**src/hw/rtl/tvi_ram.sv**
```systemverilog
// Generic single-write, single-read synchronous RAM with registered read data.
// No dependencies.
`default_nettype none

module tvi_ram #(
  parameter int WIDTH = 8,
  parameter int DEPTH = 16
) (
  input  logic                     clk,
  input  logic                     we,
  input  logic [$clog2(DEPTH)-1:0] waddr,
  input  logic [WIDTH-1:0]         wdata,
  input  logic [$clog2(DEPTH)-1:0] raddr,
  output logic [WIDTH-1:0]         rdata
);

  logic [WIDTH-1:0] mem [DEPTH];

  always_ff @(posedge clk) begin
    if (we) begin
      mem[waddr] <= wdata;
    end
    rdata <= mem[raddr];
  end

endmodule

`default_nettype wire

```
**config.mk**
```make
export PLATFORM = sky130hd
export DESIGN_NAME = tvi_ram
export DESIGN_NICKNAME = d
export VERILOG_FILES = /design/src/hw/rtl/tvi_ram.sv
export SDC_FILE = /design/constraint.sdc
export NUM_CORES = 1
export LEC_CHECK = 0
export ABC_AREA = 1
export BUFFER_PORTS_ARGS = -buffer_cell sky130_fd_sc_hd__buf_2
export CORE_MARGIN = 2
export CORE_UTILIZATION = 61
export CTS_BUF_LIST = sky130_fd_sc_hd__clkbuf_8 sky130_fd_sc_hd__clkbuf_16
export CTS_CLUSTER_SIZE = 20
export DETAILED_ROUTE_END_ITERATION = 10
export MAX_ROUTING_LAYER = met4
export PLACE_DENSITY = 0.8
export SYNTH_ARGS = -nofsm -noshare
export SYNTH_HDL_FRONTEND = slang
export SYNTH_SLANG_ARGS = --single-unit
```
**constraint.sdc**
```tcl
create_clock -name clk -period 1.3 [get_ports clk]
set_input_delay 0.13 -clock clk [delete_from_list [all_inputs] [get_ports clk]]
set_output_delay 0.13 -clock clk [all_outputs]
set_load 0.02 [all_outputs]
```
Yosys cells after proc, flatten, opt, wreduce, memory -nomap -nowiden
Memories as Yosys holds them, arrays and structs flattened. A register that Yosys moved wholly into a read port is not among the register bits.
Index checks and enable logic that the tools add are counted.
{ "classes": {"reduce_logical": 0, "addsub": 0, "shifts": 0, "div_mod_pow": 0, "eq_ne": 0, "bitwise": 0, "n_mul": 0, "mux": 2, "n_lt_le_gt_ge": 0} }
{ "op_table": {"columns": ["operator", "n"], "rows": [
  ["$mux W1", 2]
]} }
{ "totals": {"ram_bits": 128, "mem_bits_ro": 0, "latchBits": 0, "ff_bits": 0, "elab_cells": 3, "memories": 1} }
{ "memory_table": {"columns": ["memory", "depth", "width", "read_ports", "rd_clocked_by_memory_dff", "write_ports", "line_no", "text"], "rows": [
  ["mem", 16, 8, 1, 1, 1, "17", "logic [WIDTH-1:0] mem [DEPTH];"]
]} }

Logic depth before layout (Yosys ltp)
{ "depth": {"ltp_word": 2, "mapped_depth": 8, "ltp_nobuf": 7} }

Worst setup path after synthesis
OpenSTA, ideal clock, no wires.
{ "synth_path": {"kind": "in2reg", "startpoint": "in waddr[2]", "endpoint": "mem mem[10][0] (enable)", "path_slack_ps": 219, "path_buffers": 0, "path_stages": 2, "t_arrival_ps": 711, "setup_time_ps": 370, "required_time_ps": 930, "path_cell_list": "nand3b_1 nor2_1"} }
{ "synth_rtl": {"columns": ["element", "line_no", "text"], "rows": [
  ["from (decl)", "11", "input logic [$clog2(DEPTH)-1:0] waddr,"],
  ["to (decl)", "17", null]
]} }
Straight into the memory's write port.

Worst setup path in the final report
{ "layout_path": {"startpoint": "reg rdata[5] (read register of mem)", "endpoint": "out rdata[5]"} }
{ "layout_rtl": {"columns": ["element", "line_no", "text"], "rows": [
  ["from (decl)", "14", "output logic [WIDTH-1:0] rdata"]
]} }
No word-level cell between the ends.

==> run_results.csv <==
group,metric,value,unit
cts,cts_sinks,136,
pwr,powerDensity,1550,nW/um^2
worst_setup_path,cp_max_fo,1,
routing,wl_met1,5.03,mm
cells_and_area,final_cell_mix,"173 x nand2_1, 128 x edfxtp_1, 101 x inv_1",
global_routing,antenna_found_initial,0,
synth,syn_inst,551,
worst_setup_path,cp-end-kind,"primary output",
flow_run,maxCapViolCount,0,
sta,whs,14.9,ps
synth,yosys.area_share.simple,21.0,%
min_path,hp-class,"input port to flop",
worst_setup_path,required,1170,ps
synth,synth_xor_area_share,0,%
routing,totalWireLength,13.3,mm
placement,routabilityCongestion,0.852,
sta,clock_skew,8.85,ps
worst_setup_path,worstSetupStartpointType,"flop",
sta,timing.final.ws_setup,82.1,ps
cells_and_area,final_net_count,615,
worst_setup_path,cpPeakStageDelay,380,ps
cts,cts_tree,"built",
worst_setup_path,path_buf_inv,1,
die,core-area,9200,um^2
routing,ant_nets,0,
die,initial_core_util,62.7,%
cts,cts_buffer_depth,2,
worst_setup_path,critical_path_class,"flop to primary output",
pwr,peakVddDrop,1.07,mV
pwr,internal_power,8.02,mW
sta,setup-tns-final,0,ps
sta,post-route-min-period,1220,ps
routing,drtPass1Iterations,6,
synth,yosysWarnings,0,
sta,rsz0062_at_grt,"no",
synth,synth_top_family_by_area,"simple AND/OR/NAND/NOR gates",
cells_and_area,drive_gt1_share,13.6,%
synth,ys_ff_latch,136,
synth,synth_area_per_cell,10.5,um^2
routing,wl_met2,6.54,mm
sta,drv_slew,0,
synth,synth.distinct_cells,12,
cells_and_area,final_common_cell,"nand2_1",
routing,top_layer,"met4",
cts,clock_latency,530,ps
pwr,leakagePower,2.95,nW
sta,slew_headroom,72.8,%
sta,fin_crit_sh,93.7,%
pwr,pwr-share-comb,6.4,%
sta,finalHoldViolCount,0,
routing,drc,0,
cts,cts_root_buf,"clkbuf_8",
worst_setup_path,slowest_stage,"dfxtp_1",
pwr,p_switching,2.33,mW
placement,pre_cts_slack,57.4,ps
sta,setup_viol,0,
routing,vias_per_cell,5.60,
global_routing,grt_usage,29.2,%
cts,htree_levels,4,
routing,drt-initial-drc-count,706,
cells_and_area,diodes,0,
pwr,p_sw_share,22.5,%
run_status,status,"completed",
cells_and_area,syn2layout_area_growth,16.0,%
die,io_pins,26,
die,fp.dieH,101,um
die,die_w,101,um
die,die_area,10200,um^2
placement,numPortBuffers,25,
worst_setup_path,critPathArrivalTime,1090,ps
global_routing,grt_max_degree,65,
cts,cts_setup_buffers,0,
global_routing,grt_pass1_vias,3827,
synth,synth-compound-area-share,0,%
synth,syn-num-nets,569,
worst_setup_path,cp_top_family,"flip-flops",
die,rows,35,
synth,synth_fa_ha_area_share,0,%
global_routing,grt_pass1_wl,20.8,mm
routing,vias,4039,
placement,post-dp-hpwl,8.02,mm
synth,synth.area.mux_share,0,%
global_routing,grt.overflow.total,0,
sta,max_freq,821,MHz
cells_and_area,utilization,72.7,%
worst_setup_path,crit_chain,"buf_2",
routing,routedWlPerCell,18.5,um
synth,seq_area_frac_synth,69.4,%
cts,cts.reportedPaths.clkPinSlew,60,ps
pwr,clock_power_share,46.0,%
synth,synth_area,5770,um^2
cts,cts_made_buffers,17,
sta,worst_slew_pin_slew,408,ps
pwr,p_seq_share,47.7,%
routing,wl_met3,1.50,mm
-- area by class of cell --
type,instances,area [um^2]
clock inverter,15,176
tap,111,139
fill,588,2510
timing repair buffer,51,360
multi-input combinational,289,1210
clock buffer,17,414
inverter,102,383
sequential,136,4000
-- kinds of logic (layout without fill, tap and decap cells) --
logic type             count (synthesis)  after routing
buffers and inverters                126            185
DFF                                  136            136
and+or+nand+nor                      289            289
-- Yosys cell counts --
library cell,instances,area (um^2)
nand2_1,173,649
edfxtp_1,128,3840
inv_1,100,375
nand3_1,97,485
nor2_1,17,63.8
buf_2,13,65.1
dfxtp_1,8,160
buf_6,6,67.6
buf_4,4,30.0
inv_2,2,7.51
nand3b_1,2,15.0
buf_1,1,3.75
-- final timing paths --
kind	slack, ps	end	start	cells after the start
worst max-delay path	80	rdata[5]	rdata[5]	1
worst min-delay path	10	mem[13][3]	wdata[3]	1
worst max register to register	240	rdata[5]	mem[0][5]	6
worst min register to register	690	rdata[1]	mem[12][1]	6
-- per-layer routing --
metal  vias to the layer above  GRT usage, %
li1                       1868             -
met1                      1884          38.2
met2                       264          44.8
met3                        23          7.04
met4                         0          11.5
met5                         -             -
-- through the flow --
| stage | cell area, um^2 | power (mW) | cells |
|---|---|---|---|
| final | 6690 | 10.3 | 721 |
| after CTS | 6690 | 10.3 | 721 |
| after global placement | 6090 | 5.64 | 688 |
| after global routing | 6690 | 10.6 | 721 |
| after detailed placement | 6090 | 5.67 | 688 |
| after floorplan | 5770 | 5.40 | 551 |
-- flip-flops by register name, summed over array words and instances (netlist names) --
signal / cells
mem: 128
rdata: 8
-- power by group through the flow --
| stage | combinational, mW | clock (mW) | sequential, mW |
|---|---|---|---|
| 6_report | 0.657 | 4.76 | 4.93 |
| 5_1_grt | 0.718 | 4.94 | 4.94 |
| 4_1_cts | 0.654 | 4.76 | 4.93 |
| 3_5_place_dp | 0.641 | 0 | 5.03 |
| 3_3_place_gp | 0.613 | 0 | 5.02 |
| 2_1_floorplan | 0.346 | 0 | 5.05 |
-- timing repair --
item	in CTS	in global routing
gates resized for setup	0	0
setup endpoints to repair	0	0
hold buffers	1	0
endpoints found under the hold margin	8	0
Power figures use the tool's default switching activity.
