<file path="src/hw/rtl/tvi_pkg.sv">
// Shared types and constants for the timestamped velocity interpolator.
// No dependencies; imported by the interfaces, the interpolator and the scaling lane.
`default_nettype none

package tvi_pkg;

  localparam int STAMP_W   = 48;
  localparam int COMP_W    = 32;
  localparam int NCOMP     = 6;
  localparam int DEPTH_DEF = 16;
  localparam int CHUNK_W   = 16;
  localparam int PROD_W    = COMP_W + 1 + STAMP_W;
  localparam int Q_W       = 42;
  localparam int SUM_W     = Q_W + 1;

  // Magnitude limit of the scaled term: 2^40.
  localparam logic [Q_W-2:0] Q_LIMIT = {1'b1, {(Q_W-2){1'b0}}};

  localparam logic [1:0] ST_INTERP = 2'd0;
  localparam logic [1:0] ST_HOLD   = 2'd1;
  localparam logic [1:0] ST_EXTRAP = 2'd2;
  localparam logic [1:0] ST_NONE   = 2'd3;

  localparam logic REQ_ADD   = 1'b0;
  localparam logic REQ_QUERY = 1'b1;

  typedef logic signed [COMP_W-1:0] comp_t;

  typedef struct packed {
    logic [STAMP_W-1:0]    stamp;
    comp_t [NCOMP-1:0]     vel;
  } sample_t;

endpackage

`default_nettype wire

</file>
<file path="src/hw/rtl/tvi_scale.sv">
// One lane of the scaling unit: trunc(diff * num / den), magnitude clamped to 2^40.
// Chunked multiply then bit-serial restoring division. Depends on tvi_pkg.
`default_nettype none

module tvi_scale import tvi_pkg::*; (
  input  logic                     clk,
  input  logic                     rst,
  input  logic                     start,
  input  logic signed [COMP_W:0]   diff,
  input  logic [STAMP_W-1:0]       num,
  input  logic [STAMP_W-1:0]       den,
  output logic                     done,
  output logic signed [Q_W-1:0]    q
);

  localparam int BC_W = $clog2(PROD_W);

  typedef enum logic [3:0] {
    S_IDLE = 4'b0001,
    S_MUL  = 4'b0010,
    S_DIV  = 4'b0100,
    S_DONE = 4'b1000
  } state_t;

  state_t                  state;
  logic                    neg;
  logic [COMP_W:0]         mag;
  logic [STAMP_W-1:0]      num_r;
  logic [STAMP_W-1:0]      den_r;
  logic [1:0]              cnt;
  logic [COMP_W+CHUNK_W:0] prod;
  logic [PROD_W-1:0]       acc;
  logic [PROD_W-1:0]       quo;
  logic [STAMP_W:0]        rem;
  logic [BC_W-1:0]         bitcnt;

  logic [CHUNK_W-1:0]      chunk;
  logic [PROD_W-1:0]       prod_sh;
  logic [STAMP_W:0]        rem_sh;
  logic                    qbit;
  logic [Q_W-2:0]          qmag;

  always_comb begin
    case (cnt)
      2'd0:    chunk = num_r[CHUNK_W-1:0];
      2'd1:    chunk = num_r[2*CHUNK_W-1:CHUNK_W];
      default: chunk = num_r[3*CHUNK_W-1:2*CHUNK_W];
    endcase
    case (cnt)
      2'd1:    prod_sh = PROD_W'(prod);
      2'd2:    prod_sh = PROD_W'(prod) << CHUNK_W;
      default: prod_sh = PROD_W'(prod) << (2 * CHUNK_W);
    endcase
    rem_sh = {rem[STAMP_W-1:0], acc[PROD_W-1]};
    qbit   = (rem_sh >= {1'b0, den_r});
    if ((|quo[PROD_W-1:Q_W-1]) || (quo[Q_W-2:0] > Q_LIMIT)) begin
      qmag = Q_LIMIT;
    end else begin
      qmag = quo[Q_W-2:0];
    end
  end

  always_ff @(posedge clk) begin
    if (rst) begin
      state <= S_IDLE;
      done  <= 1'b0;
    end else begin
      done <= 1'b0;
      unique case (state)
        S_IDLE: begin
          if (start) begin
            neg   <= diff[COMP_W];
            mag   <= diff[COMP_W] ? (COMP_W+1)'(-diff) : (COMP_W+1)'(diff);
            num_r <= num;
            den_r <= den;
            cnt   <= 2'd0;
            acc   <= '0;
            state <= S_MUL;
          end
        end
        S_MUL: begin
          if (cnt != 2'd3) begin
            prod <= mag * chunk;
          end
          if (cnt != 2'd0) begin
            acc <= acc + prod_sh;
          end
          cnt <= cnt + 2'd1;
          if (cnt == 2'd3) begin
            rem    <= '0;
            quo    <= '0;
            bitcnt <= BC_W'(PROD_W - 1);
            state  <= S_DIV;
          end
        end
        S_DIV: begin
          rem    <= qbit ? (rem_sh - {1'b0, den_r}) : rem_sh;
          quo    <= {quo[PROD_W-2:0], qbit};
          acc    <= acc << 1;
          bitcnt <= bitcnt - BC_W'(1);
          if (bitcnt == '0) begin
            state <= S_DONE;
          end
        end
        S_DONE: begin
          q     <= neg ? -$signed({1'b0, qmag}) : $signed({1'b0, qmag});
          done  <= 1'b1;
          state <= S_IDLE;
        end
        default: state <= S_IDLE;
      endcase
    end
  end

endmodule

`default_nettype wire
</file>
<file path="config.mk">
export PLATFORM = sky130hd
export DESIGN_NAME = tvi_scale
export DESIGN_NICKNAME = d
export VERILOG_FILES = /design/src/hw/rtl/tvi_pkg.sv /design/src/hw/rtl/tvi_scale.sv
export SDC_FILE = /design/constraint.sdc
export NUM_CORES = 2
export LEC_CHECK = 0
export ABC_CLOCK_PERIOD_IN_PS = 10600
export BUFFER_PORTS_ARGS = -buffer_cell sky130_fd_sc_hd__buf_2
export CAP_MARGIN = 10
export CORE_AREA = 2 2 286 260
export DETAILED_ROUTE_END_ITERATION = 8
export DIE_AREA = 0 0 288 262
export PLACE_DENSITY_LB_ADDON = 0.05
export SYNTH_ARGS = -nofsm -noshare
export SYNTH_HDL_FRONTEND = slang
export SYNTH_SLANG_ARGS = --single-unit
</file>
<file path="constraint.sdc">
create_clock -name clk -period 10.6 [get_ports clk]
set_input_delay 1.59 -clock clk [delete_from_list [all_inputs] [get_ports clk]]
set_output_delay 1.59 -clock clk [all_outputs]
set_load 0.01 [all_outputs]
</file>
Word-level counts from Yosys, hierarchy flattened
Cells that the tools add are included.
{"block": "totals", "latch_bits": 0, "in_bits": 132, "elab_cells": 74, "romBits": 0, "out_inout_bits": 43, "ram_bits": 0, "register_bits": 445, "memories": 0}
{"block": "classes", "n_addsub": 6, "shifts": 0, "reduce_logical": 15, "n_mul": 1, "n_bitwise": 1, "n_eq_ne": 12, "muxes": 22, "magnitude_cmp": 2, "div_mod_pow": 0}
{"operator": "$pmux W81 S2", "n": 2}
{"operator": "$mux W81", "n": 3}
{"operator": "$pmux W81 S3", "n": 1}
{"operator": "$mux W48", "n": 2}
{"operator": "$pmux W48 S2", "n": 1}
{"operator": "$mux W41", "n": 2}
{"operator": "$add A81 B81 Y81", "n": 1}
{"operator": "$ge A49 B48 Y1", "n": 1}
{"operator": "$mul A33 B16 Y49", "n": 1}
{"operator": "$sub A48 B48 Y48", "n": 1}
{"operator": "$neg A41 Y42", "n": 1}
{"operator": "$gt A41 B41 Y1 const B", "n": 1}
{"operator": "$reduce_or A40 Y1", "n": 1}
{"operator": "$neg A33 Y33", "n": 1}
{"operator": "$mux W32", "n": 1}
{"operator": "$pmux W16 S2", "n": 1}
{"operator": "$reduce_and A3 Y1", "n": 5}
{"operator": "$pmux W7 S2", "n": 1}
{"operator": "$mux W4", "n": 3}
{"operator": "$pmux W4 S3", "n": 1}
{"operator": "$ne A2 B2 Y1 const B", "n": 5}
{"operator": "$logic_not A7 Y1", "n": 1}
{"operator": "$mux W7", "n": 1}
{"operator": "$sub A7 B1 Y7 const B", "n": 1}
{"operator": "17 further kinds", "n": 20}

Longest topological paths before layout
{"block": "depth", "ltp_word": 5, "depth_mapped": 33, "mapped_depth_nobuf": 30}

Least setup slack after synthesis
Ideal clock, no wire load.
{"block": "synth_path", "path_type": "in2reg", "startpoint": "in rst", "endpoint": "reg bitcnt[0] (enable)", "arrival_ns": 8.321, "path_stages": 2, "setup_ns": 0.676, "t_required_ns": 9.924, "setup_slack_ns": 1.603, "path_buffers": 1, "path_cell_list": "clkbuf_1 -> a21oi_1"}
{"block": "synth_via", "elab_chain_cells": 2}
{"item": "start: declaration", "line": "tvi_scale.sv:7", "text": "input logic rst,"}
{"item": "$not A1 Y1 (no line)"}
{"item": "$reduce_and A3 Y1 (no line)"}
{"item": "end signal: assignment", "line": "tvi_scale.sv:92", "text": "bitcnt <= BC_W'(PROD_W - 1);"}
{"item": "end signal: assignment", "line": "tvi_scale.sv:100", "text": "bitcnt <= bitcnt - BC_W'(1);"}
{"item": "end: declaration", "line": "tvi_scale.sv:35", "text": "logic [BC_W-1:0] bitcnt;"}
Every way passes these cells.
A chain may end at the register's enable or synchronous reset.

Worst setup path in the final report
{"block": "layout_path", "startpoint": "reg cnt[1]", "endpoint": "reg prod[48], data pin"}
{"block": "layout_via", "elab_chain_cells": 3, "word_cells_on_any_way": 4, "cone_classes": "mul (1); eq/ne (1); mux (1); reduce/logical (1)"}
{"item": "start: declaration", "line": "tvi_scale.sv:30", "text": "logic [1:0] cnt;"}
{"item": "start signal: assignment", "line": "tvi_scale.sv:88", "text": "cnt <= cnt + 2'd1;"}
{"item": "$eq A2 B1 Y1 / $logic_not A2 Y1 (equally long branches)", "line": "tvi_scale.sv:44", "text": "case (cnt)"}
{"item": "$pmux W16 S2 *", "line": "tvi_scale.sv:44"}
{"item": "$mul A33 B16 Y49 *", "line": "tvi_scale.sv:83", "text": "prod <= mag * chunk;"}
{"item": "end signal: assignment", "line": "tvi_scale.sv:83"}
{"item": "end: declaration", "line": "tvi_scale.sv:31", "text": "logic [COMP_W+CHUNK_W:0] prod;"}
Mark *: on every way between the ends. The rest lies on a longest branch, timed or not.

==> impl_metrics.ini <==
[grt]
grt_first_pass_wirelength_um = 171000
grt_max_degree = 116
grt_pass1_vias = 32000
antenna_found_initial = 1
grt_usage = 0.282
overflow = 0

[die]
die_h_um = 262
die_w_um = 288
num_rows = 94
start_util = 0.596
die_area_um2 = 75500
core_area_um2 = 72400
pin_count = 175

[routing]
post_drt_wl_per_cell_um = 18.7
routed_wirelength_um = 105000
drc = 0
antenna_left = 0
dr.pass1.iters = 5
via_per_inst = 5.76
drt_iter0_drc = 2590
vias = 32300

[layout]
nets = 5430
syn_to_final_growth_pct = 7.54
insertedDiodeCount = 0
utilization = 0.641
drive_gt1_frac = 0.0703
final_common_cell = nand2_1
design_area_um2 = 46400
layout_common_cells = nand2_1, inv_1, edfxtp_1

[worst_setup_path]
crit_path_max_fanout = 33
r2r_setup_slack_ns = 1.31
critPathRequiredTime_ns = 10.97
worstSetupStartpoint = cnt[1]
start_kind = register
slowest_delay_ns = 0.63
critPathCapture = prod[48]
r2r-start = cnt[1]
arrival_ns = 9.66
rr_endpoint = prod[48]
crit_type = register to register
crit_top_cell = fa_1
worstRegToRegCells = 29
critPathCaptureType = register
slowest_stage = nand2_1

[yosys]
yosysTopAreaCellShare = 0.306
syn_avg_cell_area_um2 = 9.42
yosysUniqueCellTypes = 80
syn-cell-area_um2 = 43200
ys_ff_latch = 445
synth_nets = 5406
synthCells = 4583
synth_seq_area_share = 0.308
synth-async-reset-ratio = 0
yosys_most_used_dff = edfxtp_1
yosys.area.top_type = edfxtp_1
synth_edf_count = 440
synth_area_leaders = edfxtp_1, fa_1, ha_1
synth-warning-count = 0

[clocking]
cts_tree = yes
cts_sinks = 445
cts_resized = 0
hold_buffers = 0
ctsHtreeMaxLevel = 2
ctsLongestPathBuffers = 3
clock_latency_ns = 0.64
cts_root_buf = clkbuf_16
cts_buffers = 51
cts.clk_slew.worst_paths_ns = 0.06
cts_setup_buffers = 0

[placed_design]
gp_congestion = 0.944
place_hpwl_um = 79700
portBuffers = 174
placed_cell_area_um2 = 44700

[timing]
drv_slew = 0
tns_ns = 0
finalCritPeriodShare = 0.876
setup_viol = 0
slew_headroom = 0.216
period_minus_slack_ns = 9.29
rsz0062_at_grt = false
worstMarginPinSlew_ns = 1.17
finalHoldViolCount = 0
fin_hold_ws_ns = 0.547
fin_skew_ns = 0.0358
max_freq_mhz = 108

[power]
finalPower_mw = 14.7
leakage_nw = 20.1
power_density_nw_per_um2 = 317
vdd_drop_max_mv = 0.436

[min_path]
hp-start = acc[4]
worstHoldPathType = register to register

[status]
outcome = completed

[flow_run]
drv_cap = 0
cell type report:
cell class                 instances  area [um^2]
multi-input combinational       3298        26800
timing repair buffer             214         1180
tap                              960         1200
inverter                         597         2240
fill                            6117        26000
clock buffer                      53         1280
clock inverter                    42          457
sequential                       445        13300
power by group:
group	leakage [nW]	internal, mW	switching [mW]
combinational	15.1	4.25	6.04
sequential	4.14	2.52	0.0821
clock	0.829	1.04	0.786
Yosys cell counts (40+ instances only):
cell type / count
o21ai_0: 235
nor2b_1: 46
xnor2_1: 137
ha_1: 257
nand3_1: 71
a21o_1: 114
nand4_1: 60
nor3_1: 50
o21bai_1: 40
fa_1: 434
nand2_1: 621
a22oi_1: 51
and2_1: 307
nor2_1: 182
edfxtp_1: 440
inv_1: 596
xor2_1: 79
a21oi_1: 260
clkbuf_1: 229
flip-flops by register name, indices dropped and copies added (netlist names):
register  flops
mag          33
acc          81
state         4
den_r        48
neg           1
done          1
quo          81
num_r        48
q            42
bitcnt        7
cnt           2
prod         49
rem          48
worst min-delay path by stage:
stage / end / slack [ns] / cells after the start
global route: quo[80] / 0.57 / 1
floorplan: done / 0.49 / 2
CTS: quo[80] / 0.55 / 1
global placement: quo[51] / 0.53 / 1
finish: acc[5] / 0.55 / 2
detailed placement: quo[69] / 0.54 / 1
critical path, delay by kind of cell (launching register included):
| kind | cells | cell delay [ns] |
|---|---|---|
| DFF | 1 | 0.41 |
| and+or+nand+nor | 6 | 1.65 |
| buffers and inverters | 6 | 0.53 |
| AOI/OAI and AO/OA | 8 | 2.29 |
| adders and majority gates | 8 | 3.98 |
| xor gates and xnor gates | 1 | 0.13 |
through the flow:
step / setup WS (ns) / std cells
floorplan: 1.60 / 4583
global placement: 1.52 / 5514
detailed placement: 1.41 / 5514
CTS: 1.39 / 5609
global route: 0.777 / 5609
finish: 1.31 / 5609
metal layers:
metal | global-route usage | up-vias | wire length, um
li1 | - | 15400 | -
met1 | 0.416 | 15800 | 48800
met2 | 0.433 | 1007 | 46100
met3 | 0.0527 | 152 | 7620
met4 | 0.0717 | 2 | 2470
met5 | 0 | - | 7
cells by family after synthesis:
group                      count (synthesis)  synth area share
buffers and inverters                    840            0.0735
and+or+nand+nor                         1483             0.167
adders and majority gates                691             0.276
AOI/OAI and AO/OA                        905             0.131
DFF                                      445             0.308
muxes                                      3          0.000695
xor gates and xnor gates                 216            0.0438
No activity file was read; power rests on OpenSTA's default activity.
